### src/rtl/rab_pkg.sv
// Shared types and constants for the RGBA alpha blend unit.
package rab_pkg;

    localparam int unsigned NumLanes = 4;
    localparam int unsigned ChanW    = 8;
    localparam int unsigned ProdW    = 2 * ChanW;
    localparam int unsigned PixelW   = NumLanes * ChanW;

    localparam logic [ChanW-1:0] ChMax     = 8'hFF;
    localparam logic [ProdW-1:0] FullScale = 16'd65025;

    typedef enum logic [1:0] {
        FACT_ZERO        = 2'd0,
        FACT_ONE         = 2'd1,
        FACT_SRC_A       = 2'd2,
        FACT_ONE_MINUS_A = 2'd3
    } t_factor;

    typedef enum logic [1:0] {
        OP_ADD     = 2'd0,
        OP_SUB     = 2'd1,
        OP_REV_SUB = 2'd2,
        OP_ZERO    = 2'd3
    } t_op;

    typedef enum logic [2:0] {
        CFG_BLEND_EN  = 3'd0,
        CFG_COLOR_SRC = 3'd1,
        CFG_COLOR_DST = 3'd2,
        CFG_COLOR_OP  = 3'd3,
        CFG_ALPHA_SRC = 3'd4,
        CFG_ALPHA_DST = 3'd5,
        CFG_ALPHA_OP  = 3'd6,
        CFG_UNUSED    = 3'd7
    } t_cfg_idx;

endpackage

### src/rtl/rgba_alpha_blend_unit.sv
// RGBA8888 blend datapath: four-stage pipeline, one pixel per clock when not stalled.
//
//   channel  direction  handshake                    payload
//   in       sink       i_valid / o_stall            i_src_color, i_dst_color
//   out      source     o_valid / i_stall            o_blended_color
//   cfg      sink       i_cfg_valid / o_cfg_ready    i_cfg_index, i_cfg_data
//
// Stages in order: factor select, 8x8 multiply, combine and clamp,
// divide by 255. A new item enters every cycle unless o_stall is high.
// Each stage advances when it is empty or the stage after it advances, so
// bubbles collapse under stall. o_stall rises only when all four stages hold.
// Synchronous reset clears the valid bits and returns config to its defaults; config is always ready.
module rgba_alpha_blend_unit (
    input  logic                           i_clk,
    input  logic                           i_rst_n,
    input  logic                           i_valid,
    output logic                           o_stall,
    input  logic [rab_pkg::PixelW-1:0]     i_src_color,
    input  logic [rab_pkg::PixelW-1:0]     i_dst_color,
    output logic                           o_valid,
    input  logic                           i_stall,
    output logic [rab_pkg::PixelW-1:0]     o_blended_color,
    input  logic                           i_cfg_valid,
    output logic                           o_cfg_ready,
    input  logic [2:0]                     i_cfg_index,
    input  logic [1:0]                     i_cfg_data
);

    localparam int unsigned L  = rab_pkg::NumLanes;
    localparam int unsigned CW = rab_pkg::ChanW;
    localparam int unsigned PW = rab_pkg::ProdW;

    // configuration
    logic              r_blend_en;
    rab_pkg::t_factor  r_color_src, r_color_dst, r_alpha_src, r_alpha_dst;
    rab_pkg::t_op      r_color_op, r_alpha_op;

    assign o_cfg_ready = 1'b1;

    always_ff @(posedge i_clk) begin
        if (!i_rst_n) begin
            r_blend_en  <= 1'b0;
            r_color_src <= rab_pkg::FACT_ONE;
            r_color_dst <= rab_pkg::FACT_ZERO;
            r_color_op  <= rab_pkg::OP_ADD;
            r_alpha_src <= rab_pkg::FACT_ONE;
            r_alpha_dst <= rab_pkg::FACT_ZERO;
            r_alpha_op  <= rab_pkg::OP_ADD;
        end else if (i_cfg_valid && o_cfg_ready) begin
            case (rab_pkg::t_cfg_idx'(i_cfg_index))
                rab_pkg::CFG_BLEND_EN:  r_blend_en  <= i_cfg_data[0];
                rab_pkg::CFG_COLOR_SRC: r_color_src <= rab_pkg::t_factor'(i_cfg_data);
                rab_pkg::CFG_COLOR_DST: r_color_dst <= rab_pkg::t_factor'(i_cfg_data);
                rab_pkg::CFG_COLOR_OP:  r_color_op  <= rab_pkg::t_op'(i_cfg_data);
                rab_pkg::CFG_ALPHA_SRC: r_alpha_src <= rab_pkg::t_factor'(i_cfg_data);
                rab_pkg::CFG_ALPHA_DST: r_alpha_dst <= rab_pkg::t_factor'(i_cfg_data);
                rab_pkg::CFG_ALPHA_OP:  r_alpha_op  <= rab_pkg::t_op'(i_cfg_data);
                default: ;
            endcase
        end
    end

    function automatic logic [CW-1:0] fac_value(rab_pkg::t_factor code,
                                                logic [CW-1:0] alpha);
        logic [CW-1:0] v;
        case (code)
            rab_pkg::FACT_ONE:         v = rab_pkg::ChMax;
            rab_pkg::FACT_SRC_A:       v = alpha;
            rab_pkg::FACT_ONE_MINUS_A: v = rab_pkg::ChMax - alpha;
            default:                   v = '0;
        endcase
        return v;
    endfunction

    // stage valid bits and advance enables
    logic r_v1, r_v2, r_v3, r_v4;
    logic w_adv1, w_adv2, w_adv3, w_adv4;

    assign w_adv4  = !r_v4 || !i_stall;
    assign w_adv3  = !r_v3 || w_adv4;
    assign w_adv2  = !r_v2 || w_adv3;
    assign w_adv1  = !r_v1 || w_adv2;
    assign o_stall = !w_adv1;

    always_ff @(posedge i_clk) begin
        if (!i_rst_n) begin
            r_v1 <= 1'b0;
            r_v2 <= 1'b0;
            r_v3 <= 1'b0;
            r_v4 <= 1'b0;
        end else begin
            if (w_adv1) r_v1 <= i_valid;
            if (w_adv2) r_v2 <= r_v1;
            if (w_adv3) r_v3 <= r_v2;
            if (w_adv4) r_v4 <= r_v3;
        end
    end

    // stage 1: channel values and per-lane factors
    logic [CW-1:0]  r_s1_s  [L];
    logic [CW-1:0]  r_s1_d  [L];
    logic [CW-1:0]  r_s1_sf [L];
    logic [CW-1:0]  r_s1_df [L];
    rab_pkg::t_op   r_s1_op [L];

    always_ff @(posedge i_clk) begin
        if (w_adv1) begin
            for (int i = 0; i < L; i++) begin
                r_s1_s[i] <= i_src_color[i*CW +: CW];
                r_s1_d[i] <= i_dst_color[i*CW +: CW];
                if (!r_blend_en) begin
                    // pass-through: s*255 + 0, divided by 255 gives s back
                    r_s1_sf[i] <= rab_pkg::ChMax;
                    r_s1_df[i] <= '0;
                    r_s1_op[i] <= rab_pkg::OP_ADD;
                end else if (i == 0) begin
                    r_s1_sf[i] <= fac_value(r_alpha_src, i_src_color[CW-1:0]);
                    r_s1_df[i] <= fac_value(r_alpha_dst, i_src_color[CW-1:0]);
                    r_s1_op[i] <= r_alpha_op;
                end else begin
                    r_s1_sf[i] <= fac_value(r_color_src, i_src_color[CW-1:0]);
                    r_s1_df[i] <= fac_value(r_color_dst, i_src_color[CW-1:0]);
                    r_s1_op[i] <= r_color_op;
                end
            end
        end
    end

    // stage 2: products
    logic [PW-1:0]  r_s2_sp [L];
    logic [PW-1:0]  r_s2_dp [L];
    rab_pkg::t_op   r_s2_op [L];

    always_ff @(posedge i_clk) begin
        if (w_adv2) begin
            for (int i = 0; i < L; i++) begin
                r_s2_sp[i] <= r_s1_s[i] * r_s1_sf[i];
                r_s2_dp[i] <= r_s1_d[i] * r_s1_df[i];
                r_s2_op[i] <= r_s1_op[i];
            end
        end
    end

    // stage 3: combine and clamp to 0..65025
    logic [PW-1:0] r_s3_sum [L];
    logic [PW-1:0] n_s3_sum [L];
    logic [PW:0]   w_add    [L];

    always_comb begin
        for (int i = 0; i < L; i++) begin
            w_add[i] = {1'b0, r_s2_sp[i]} + {1'b0, r_s2_dp[i]};
            case (r_s2_op[i])
                rab_pkg::OP_ADD:
                    n_s3_sum[i] = (w_add[i] > {1'b0, rab_pkg::FullScale})
                                ? rab_pkg::FullScale : w_add[i][PW-1:0];
                rab_pkg::OP_SUB:
                    n_s3_sum[i] = (r_s2_sp[i] > r_s2_dp[i])
                                ? r_s2_sp[i] - r_s2_dp[i] : '0;
                rab_pkg::OP_REV_SUB:
                    n_s3_sum[i] = (r_s2_dp[i] > r_s2_sp[i])
                                ? r_s2_dp[i] - r_s2_sp[i] : '0;
                default:
                    n_s3_sum[i] = '0;
            endcase
        end
    end

    always_ff @(posedge i_clk) begin
        if (w_adv3) begin
            for (int i = 0; i < L; i++) begin
                r_s3_sum[i] <= n_s3_sum[i];
            end
        end
    end

    // stage 4: floor divide by 255 as (x + (x >> 8) + 1) >> 8, exact for 0..65025
    logic [PW:0]        w_div [L];
    logic [L*CW-1:0]    r_out;

    always_comb begin
        for (int i = 0; i < L; i++) begin
            w_div[i] = {1'b0, r_s3_sum[i]} + {{(PW+1-CW){1'b0}}, r_s3_sum[i][PW-1:CW]}
                     + {{PW{1'b0}}, 1'b1};
        end
    end

    always_ff @(posedge i_clk) begin
        if (w_adv4) begin
            for (int i = 0; i < L; i++) begin
                r_out[i*CW +: CW] <= w_div[i][PW-1:CW];
            end
        end
    end

    assign o_valid         = r_v4;
    assign o_blended_color = r_out;

endmodule

### config.mk
export PLATFORM = sky130hd
export DESIGN_NAME = rgba_alpha_blend_unit
export DESIGN_NICKNAME = d
export VERILOG_FILES = /design/src/rtl/rab_pkg.sv /design/src/rtl/rgba_alpha_blend_unit.sv
export SDC_FILE = /design/constraint.sdc
export NUM_CORES = 2
export LEC_CHECK = 0
export BUFFER_PORTS_ARGS = -buffer_cell sky130_fd_sc_hd__buf_4
export CAP_MARGIN = 20
export CORE_ASPECT_RATIO = 2
export CORE_UTILIZATION = 59
export CTS_BUF_LIST = sky130_fd_sc_hd__clkbuf_16
export CTS_CLUSTER_SIZE = 24
export DETAILED_ROUTE_END_ITERATION = 12
export GPL_TIMING_DRIVEN = 0
export PLACE_DENSITY = 0.91
export SKIP_LAST_GASP = 1
export SYNTH_ARGS = -nofsm -noshare
export SYNTH_HDL_FRONTEND = slang
export SYNTH_SLANG_ARGS = --single-unit
### constraint.sdc
create_clock -name i_clk -period 5 [get_ports i_clk]
set_clock_uncertainty 0.15 [all_clocks]
set_input_delay 0.5 -clock i_clk [delete_from_list [all_inputs] [get_ports i_clk]]
set_output_delay 0.5 -clock i_clk [all_outputs]
set_load 0.01 [all_outputs]
# --- Yosys cells after proc, flatten, opt, wreduce, memory -nomap -nowiden ---
# Memory sizes are Yosys's and may differ from the RTL's.
# Cells that the tools add are included.
word_totals:
  word_cells: 174
  ram_bits: 336
  input_bits: 74
  memories: 9
  ff_bits: 49
mem_list:
  columns: ["memory", "depth", "width", "rd", "rd_ports_with_merged_regs", "wr", "line", "text"]
  rows:
  - ["r_s2_dp", 4, 16, 4, 0, 4, "rgba_alpha_blend_unit.sv:131", "logic [PW-1:0] r_s2_dp [L];"]
  - ["r_s2_sp", 4, 16, 4, 0, 4, "rgba_alpha_blend_unit.sv:130", "logic [PW-1:0] r_s2_sp [L];"]
  - ["r_s3_sum", 4, 16, 4, 0, 4, "rgba_alpha_blend_unit.sv:145", "logic [PW-1:0] r_s3_sum [L];"]
  - ["r_s1_d", 4, 8, 4, 0, 4, "rgba_alpha_blend_unit.sv:101", "logic [CW-1:0] r_s1_d [L];"]
  - ["r_s1_df", 4, 8, 4, 0, 4, "rgba_alpha_blend_unit.sv:103", "logic [CW-1:0] r_s1_df [L];"]
  - ["r_s1_s", 4, 8, 4, 0, 4, "rgba_alpha_blend_unit.sv:100", "logic [CW-1:0] r_s1_s [L];"]
  - ["3 more memories", null, null, null, null, null, null, null]
op_classes:
  n_mul: 8
  muxes: 52
  addsub: 21
  n_reduce_logical: 22
  n_lt_le_gt_ge: 12
  bitwise: 12
  n_eq_ne: 26
ops:
  columns: ["operator", "n"]
  rows:
  - ["$mux 16", 12]
  - ["$pmux 16 s3", 4]
  - ["$gt 16x16->1", 8]
  - ["$mul 8x8->16", 8]
  - ["$mux 8", 16]
  - ["$sub 16x16->16", 8]
  - ["$pmux 8 s3", 4]
  - ["$add 16x16->17", 4]
  - ["$gt 17x16->1 const B", 4]
  - ["$add 16x1->16 const B", 4]
  - ["$add 16x8->16", 4]
  - ["$eq 2x2->1 const B", 12]
  - ["$eq 2x1->1 const B", 8]
  - ["$reduce_and 2->1", 7]
  - ["$mux 1", 12]
  - ["$or 1x1->1", 12]
  - ["$eq 3x3->1 const B", 3]
  - ["$logic_not 2->1", 4]
  - ["$mux 2", 4]
  - ["$sub 8x8->8 const A", 1]
  - ["$eq 3x2->1 const B", 2]
  - ["$logic_not 1->1", 6]
  - ["$logic_or 1x1->1", 4]
  - ["$eq 3x1->1 const B", 1]
  - ["$logic_not 3->1", 1]

# --- Longest topological paths before layout ---
logic_depth:
  depth_word: 8
  depth_mapped: 20
  ltp_nobuf: 19

# --- Worst setup path before layout ---
# OpenSTA, ideal clock, no wires.
synth_path:
  kind: "register to register"
  from: "memory r_s1_df[1][7] (netlist bit)"
  to: "memory r_s2_dp[2][14] (netlist bit) (data pin)"
  synth_period_minus_slack_ns: 4.869
  setup_time_ns: 0.258
  path_stages_with_launch: 18
  t_required_ns: 4.592
  setup_slack_ns: 0.131
  t_arrival_ns: 4.461
  path_buffers: 1
  cell_sequence: "edfxtp_1 > clkbuf_1 > nand2_1 > fa_1 > fa_1 > inv_1 > fa_1 > inv_1 > fa_1 > inv_1 > ha_1 > a21oi_1 > nor2b_1 > o21a_1 > o21a_1 > o21a_1 > o41a_1 > xnor2_1"
synth_rtl:
  columns: ["element", "line"]
  rows:
  - ["start, declared", "rgba_alpha_blend_unit.sv:103"]
  - ["end, declared", "rgba_alpha_blend_unit.sv:131"]

==> impl_metrics.json <==
{
  "synth-edff-count": 328,
  "drc": 0,
  "async_flop_share_pct": 0,
  "worstMarginPinSlew_ns": 1.20,
  "cts_tree": "built",
  "clk_pin_slew_ns": 0.07,
  "setup_slack_ns": -0.596,
  "grt_util_all_layers_pct": 37.6,
  "r2r_slack_ns": -0.60,
  "tns_ns": -6.61,
  "rows": 132,
  "syn_inst": 4087,
  "drv_cap": 0,
  "place_ws_ns": -0.605,
  "die_area_sq_um": 66900,
  "wl_per_cell_microns": 25.8,
  "hp-class": "primary input to flop",
  "hold_end": "r_s1_s[0][3]",
  "arrival_ns": 5.78,
  "slowest_delay_ns": 0.56,
  "cts.path.max_buffers": 3,
  "fp.dieH_microns": 365,
  "dp.final_hpwl_mm": 91.0,
  "numCtsBuffers": 35,
  "hold_viol": 0,
  "ys.flop_type": "edfxtp_1",
  "timing.final.crit_share_pct": 112,
  "status": "finished, violations left",
  "r2r_cells": 19,
  "violations": "negative setup slack",
  "first_global_vias": 34804,
  "setup_viol": 25,
  "start_util_pct": 59.9,
  "end_kind": "flop",
  "drive_above_1_share_pct": 12.7,
  "rsz0062_at_grt": "yes",
  "num-fill-cells": 4404,
  "grt_overflow": 0,
  "finalWirelength_mm": 137,
  "synth_top_cell_by_area": "edfxtp_1",
  "required_ns": 5.18,
  "ios": 109,
  "ys_seq_area_share_pct": 26.2,
  "cp_top_family": "adder cells",
  "fmax_ghz": 0.179,
  "hold_slack_ns": 0.0351,
  "yosys-top-cells-area": "edfxtp_1, ha_1, fa_1, and2_1, inv_1",
  "core_area_sq_um": 64900,
  "grt_start_max_net_pins": 74,
  "peakVddDrop_v": 0.000627,
  "critPathBufInv": 5,
  "min_path_cells": 1,
  "total_power_mw": 19.9,
  "start_kind": "flop",
  "critPathKind": "flop to flop",
  "syn_nets": 4969,
  "ys_types": 92,
  "first_pass_iters": 10,
  "worstPathMaxFanout": 7,
  "nets": 5300,
  "clock-root-buffer": "clkbuf_16",
  "vias": 34035,
  "numPortBuffers": 107,
  "relSlewSlack_pct": 19.7,
  "clock_latency_ns": 0.62,
  "p_leak_nw": 20.8,
  "yosysTopAreaCellShare_pct": 25.3,
  "period_minus_slack_ns": 5.60,
  "avgSynthCellArea_sq_um": 9.51,
  "r2r-end": "r_s2_sp[3][13]",
  "grt_pass1_wl_mm": 188,
  "ant_nets": 0,
  "r2r-start": "r_s1_sf[2][3]",
  "viasPerCell": 6.40,
  "cts_htree_levels": 2,
  "synth_warnings": 0,
  "maxSlewViolCount": 0,
  "ys_ff_latch": 345,
  "place.gp.congestion": 1.03,
  "hold_start": "i_src_color[3]",
  "antenna_found_initial": 13,
  "cts.sinks": 345,
  "netlist_area_sq_um": 38900,
  "area_growth_pct": 15.7,
  "die_w_microns": 183,
  "slowest_stage": "fa_1",
  "powerDensity_nw_per_um2": 442,
  "drt-initial-drc-count": 3305,
  "cp_common_cell": "fa_1",
  "crit_chain": "buf_6 > buf_8 > and2_1 > fa_2 > fa_1 > fa_1 > inv_1 > fa_1 > inv_2 > ha_4 > a21boi_4 > o21ai_1 > nand2b_1 > a21o_1 > nand2_2 > a21oi_4 > buf_4 > nor2_4 > xnor2_4"
}
-- worst max path at each step --
stage                  startpoint        endpoint  slack (ns)  cells after the start
floorplan           r_s1_df[1][7]  r_s2_dp[2][14]        0.13                     17
global placement          i_stall  r_s2_sp[1][14]       -1.10                      4
detailed placement  r_s1_sf[2][2]  r_s2_sp[1][14]       -0.60                     17
CTS                 r_s1_sf[2][2]  r_s2_sp[1][14]       -0.03                     20
global route        r_s1_sf[2][3]  r_s2_sp[3][14]       -0.69                     15
finish              r_s1_sf[2][3]  r_s2_sp[3][13]       -0.60                     19
-- state kept, by name, summed over array words and instances, names as in the netlist, 2 cells and up --
register / count
r_alpha_src: 2
r_s2_op: 4
r_s1_op: 4
r_alpha_op: 2
r_s2_dp: 64
r_color_src: 2
r_s1_s: 32
o_blended_color: 32
r_alpha_dst: 2
r_s3_sum: 64
r_color_op: 2
r_color_dst: 2
r_s1_d: 32
r_s1_sf: 16
r_s2_sp: 64
r_s1_df: 16
-- final cells by class --
type | count | area [sq um] | area share (%)
antenna | 4 | 10.0 | 0.0223
buffer | 121 | 677 | 1.51
clock buffer | 36 | 901 | 2.00
clock inverter | 26 | 256 | 0.571
inverter | 603 | 2260 | 5.04
multi-input combinational | 3016 | 27000 | 60.1
sequential | 345 | 10200 | 22.7
tap | 871 | 1090 | 2.42
timing repair buffer | 296 | 2530 | 5.63
-- routing by layer --
| layer | GRT usage (%) | routed length (microns) |
|---|---|---|
| met2 | 68.3 | 67300 |
| met1 | 31.9 | 38600 |
| met5 | 0 | 241 |
| met3 | 8.63 | 13000 |
| met4 | 40.0 | 18000 |
-- synthesized netlist by cell type, types with 13 or more instances --
| library cell | instances |
|---|---|
| a211oi_1 | 22 |
| a21boi_0 | 13 |
| a21o_1 | 78 |
| a21oi_1 | 182 |
| a221o_1 | 17 |
| a221oi_1 | 33 |
| and2_1 | 427 |
| and3_1 | 22 |
| clkbuf_1 | 102 |
| dfxtp_1 | 17 |
| edfxtp_1 | 328 |
| fa_1 | 300 |
| ha_1 | 508 |
| inv_1 | 600 |
| mux2i_1 | 17 |
| nand2_1 | 244 |
| nand2b_1 | 39 |
| nand3_1 | 34 |
| nor2_1 | 243 |
| nor2b_1 | 56 |
| nor3_1 | 74 |
| o211ai_1 | 13 |
| o21a_1 | 39 |
| o21ai_0 | 140 |
| o21bai_1 | 38 |
| o221ai_1 | 19 |
| o22ai_1 | 44 |
| o41ai_1 | 18 |
| or2_2 | 14 |
| or3_1 | 14 |
| xnor2_1 | 122 |
| xor2_1 | 69 |
-- logic make-up after synthesis --
logic type,Yosys count,share of synthesized area (%)
xor+xnor,191,4.31
other cells,1,0.00965
mux,17,0.438
flops,345,26.2
compound gates,775,13.7
simple gates,1224,16.4
fa+ha+maj,808,31.8
buf+inv,726,7.08
-- repair_timing --
| action | 4_1_cts | 5_1_grt |
|---|---|---|
| hold buffers | 63 | 0 |
| resized for setup | 119 | 220 |
| setup endpoints to repair | 33 | 49 |
| gates cloned | 1 | 0 |
| endpoints found under the hold margin | 63 | 0 |
| buffers inserted | 44 | 80 |
| pin swaps | 28 | 149 |
-- placed cells by master (no fill, tap or decap), types with 18 or more instances in the layout --
| cell | Yosys | layout |
|---|---|---|
| inv_1 | 600 | 582 |
| ha_1 | 508 | 478 |
| and2_1 | 427 | 412 |
| edfxtp_1 | 328 | 328 |
| fa_1 | 300 | 282 |
| nor2_1 | 243 | 235 |
| nand2_1 | 244 | 231 |
| buf_4 | 2 | 212 |
| a21oi_1 | 182 | 160 |
| o21ai_0 | 140 | 119 |
| xnor2_1 | 122 | 109 |
| a21o_1 | 78 | 78 |
| clkbuf_1 | 102 | 71 |
| nor3_1 | 74 | 69 |
| xor2_1 | 69 | 65 |
| dlygate4sd3_1 | 0 | 63 |
| nor2b_1 | 56 | 51 |
| o22ai_1 | 44 | 44 |
| o21a_1 | 39 | 39 |
| nand2b_1 | 39 | 39 |
| o21bai_1 | 38 | 37 |
| clkbuf_16 | 0 | 36 |
| a221oi_1 | 33 | 33 |
| nand3_1 | 34 | 32 |
| ha_4 | 0 | 28 |
| inv_2 | 1 | 24 |
| and3_1 | 22 | 22 |
| a211oi_1 | 22 | 22 |
| buf_6 | 1 | 19 |
| o221ai_1 | 19 | 19 |
| fa_2 | 0 | 18 |
-- stage by stage --
step	cells	instance area, sq um	util, %
finish	5318	44900	69.2
global route	5315	44900	69.2
CTS	5238	43500	67.1
detailed placement	5070	40900	63.0
global placement	5065	40700	62.8
floorplan	4087	38900	-
-- power by group --
part / internal, mW / switching [mW] / total, mW
clock: 1.53 / 1.29 / 2.82
sequential: 4.23 / 0.709 / 4.94
combinational: 4.62 / 7.47 / 12.1
(Power assumes the default switching activity.)
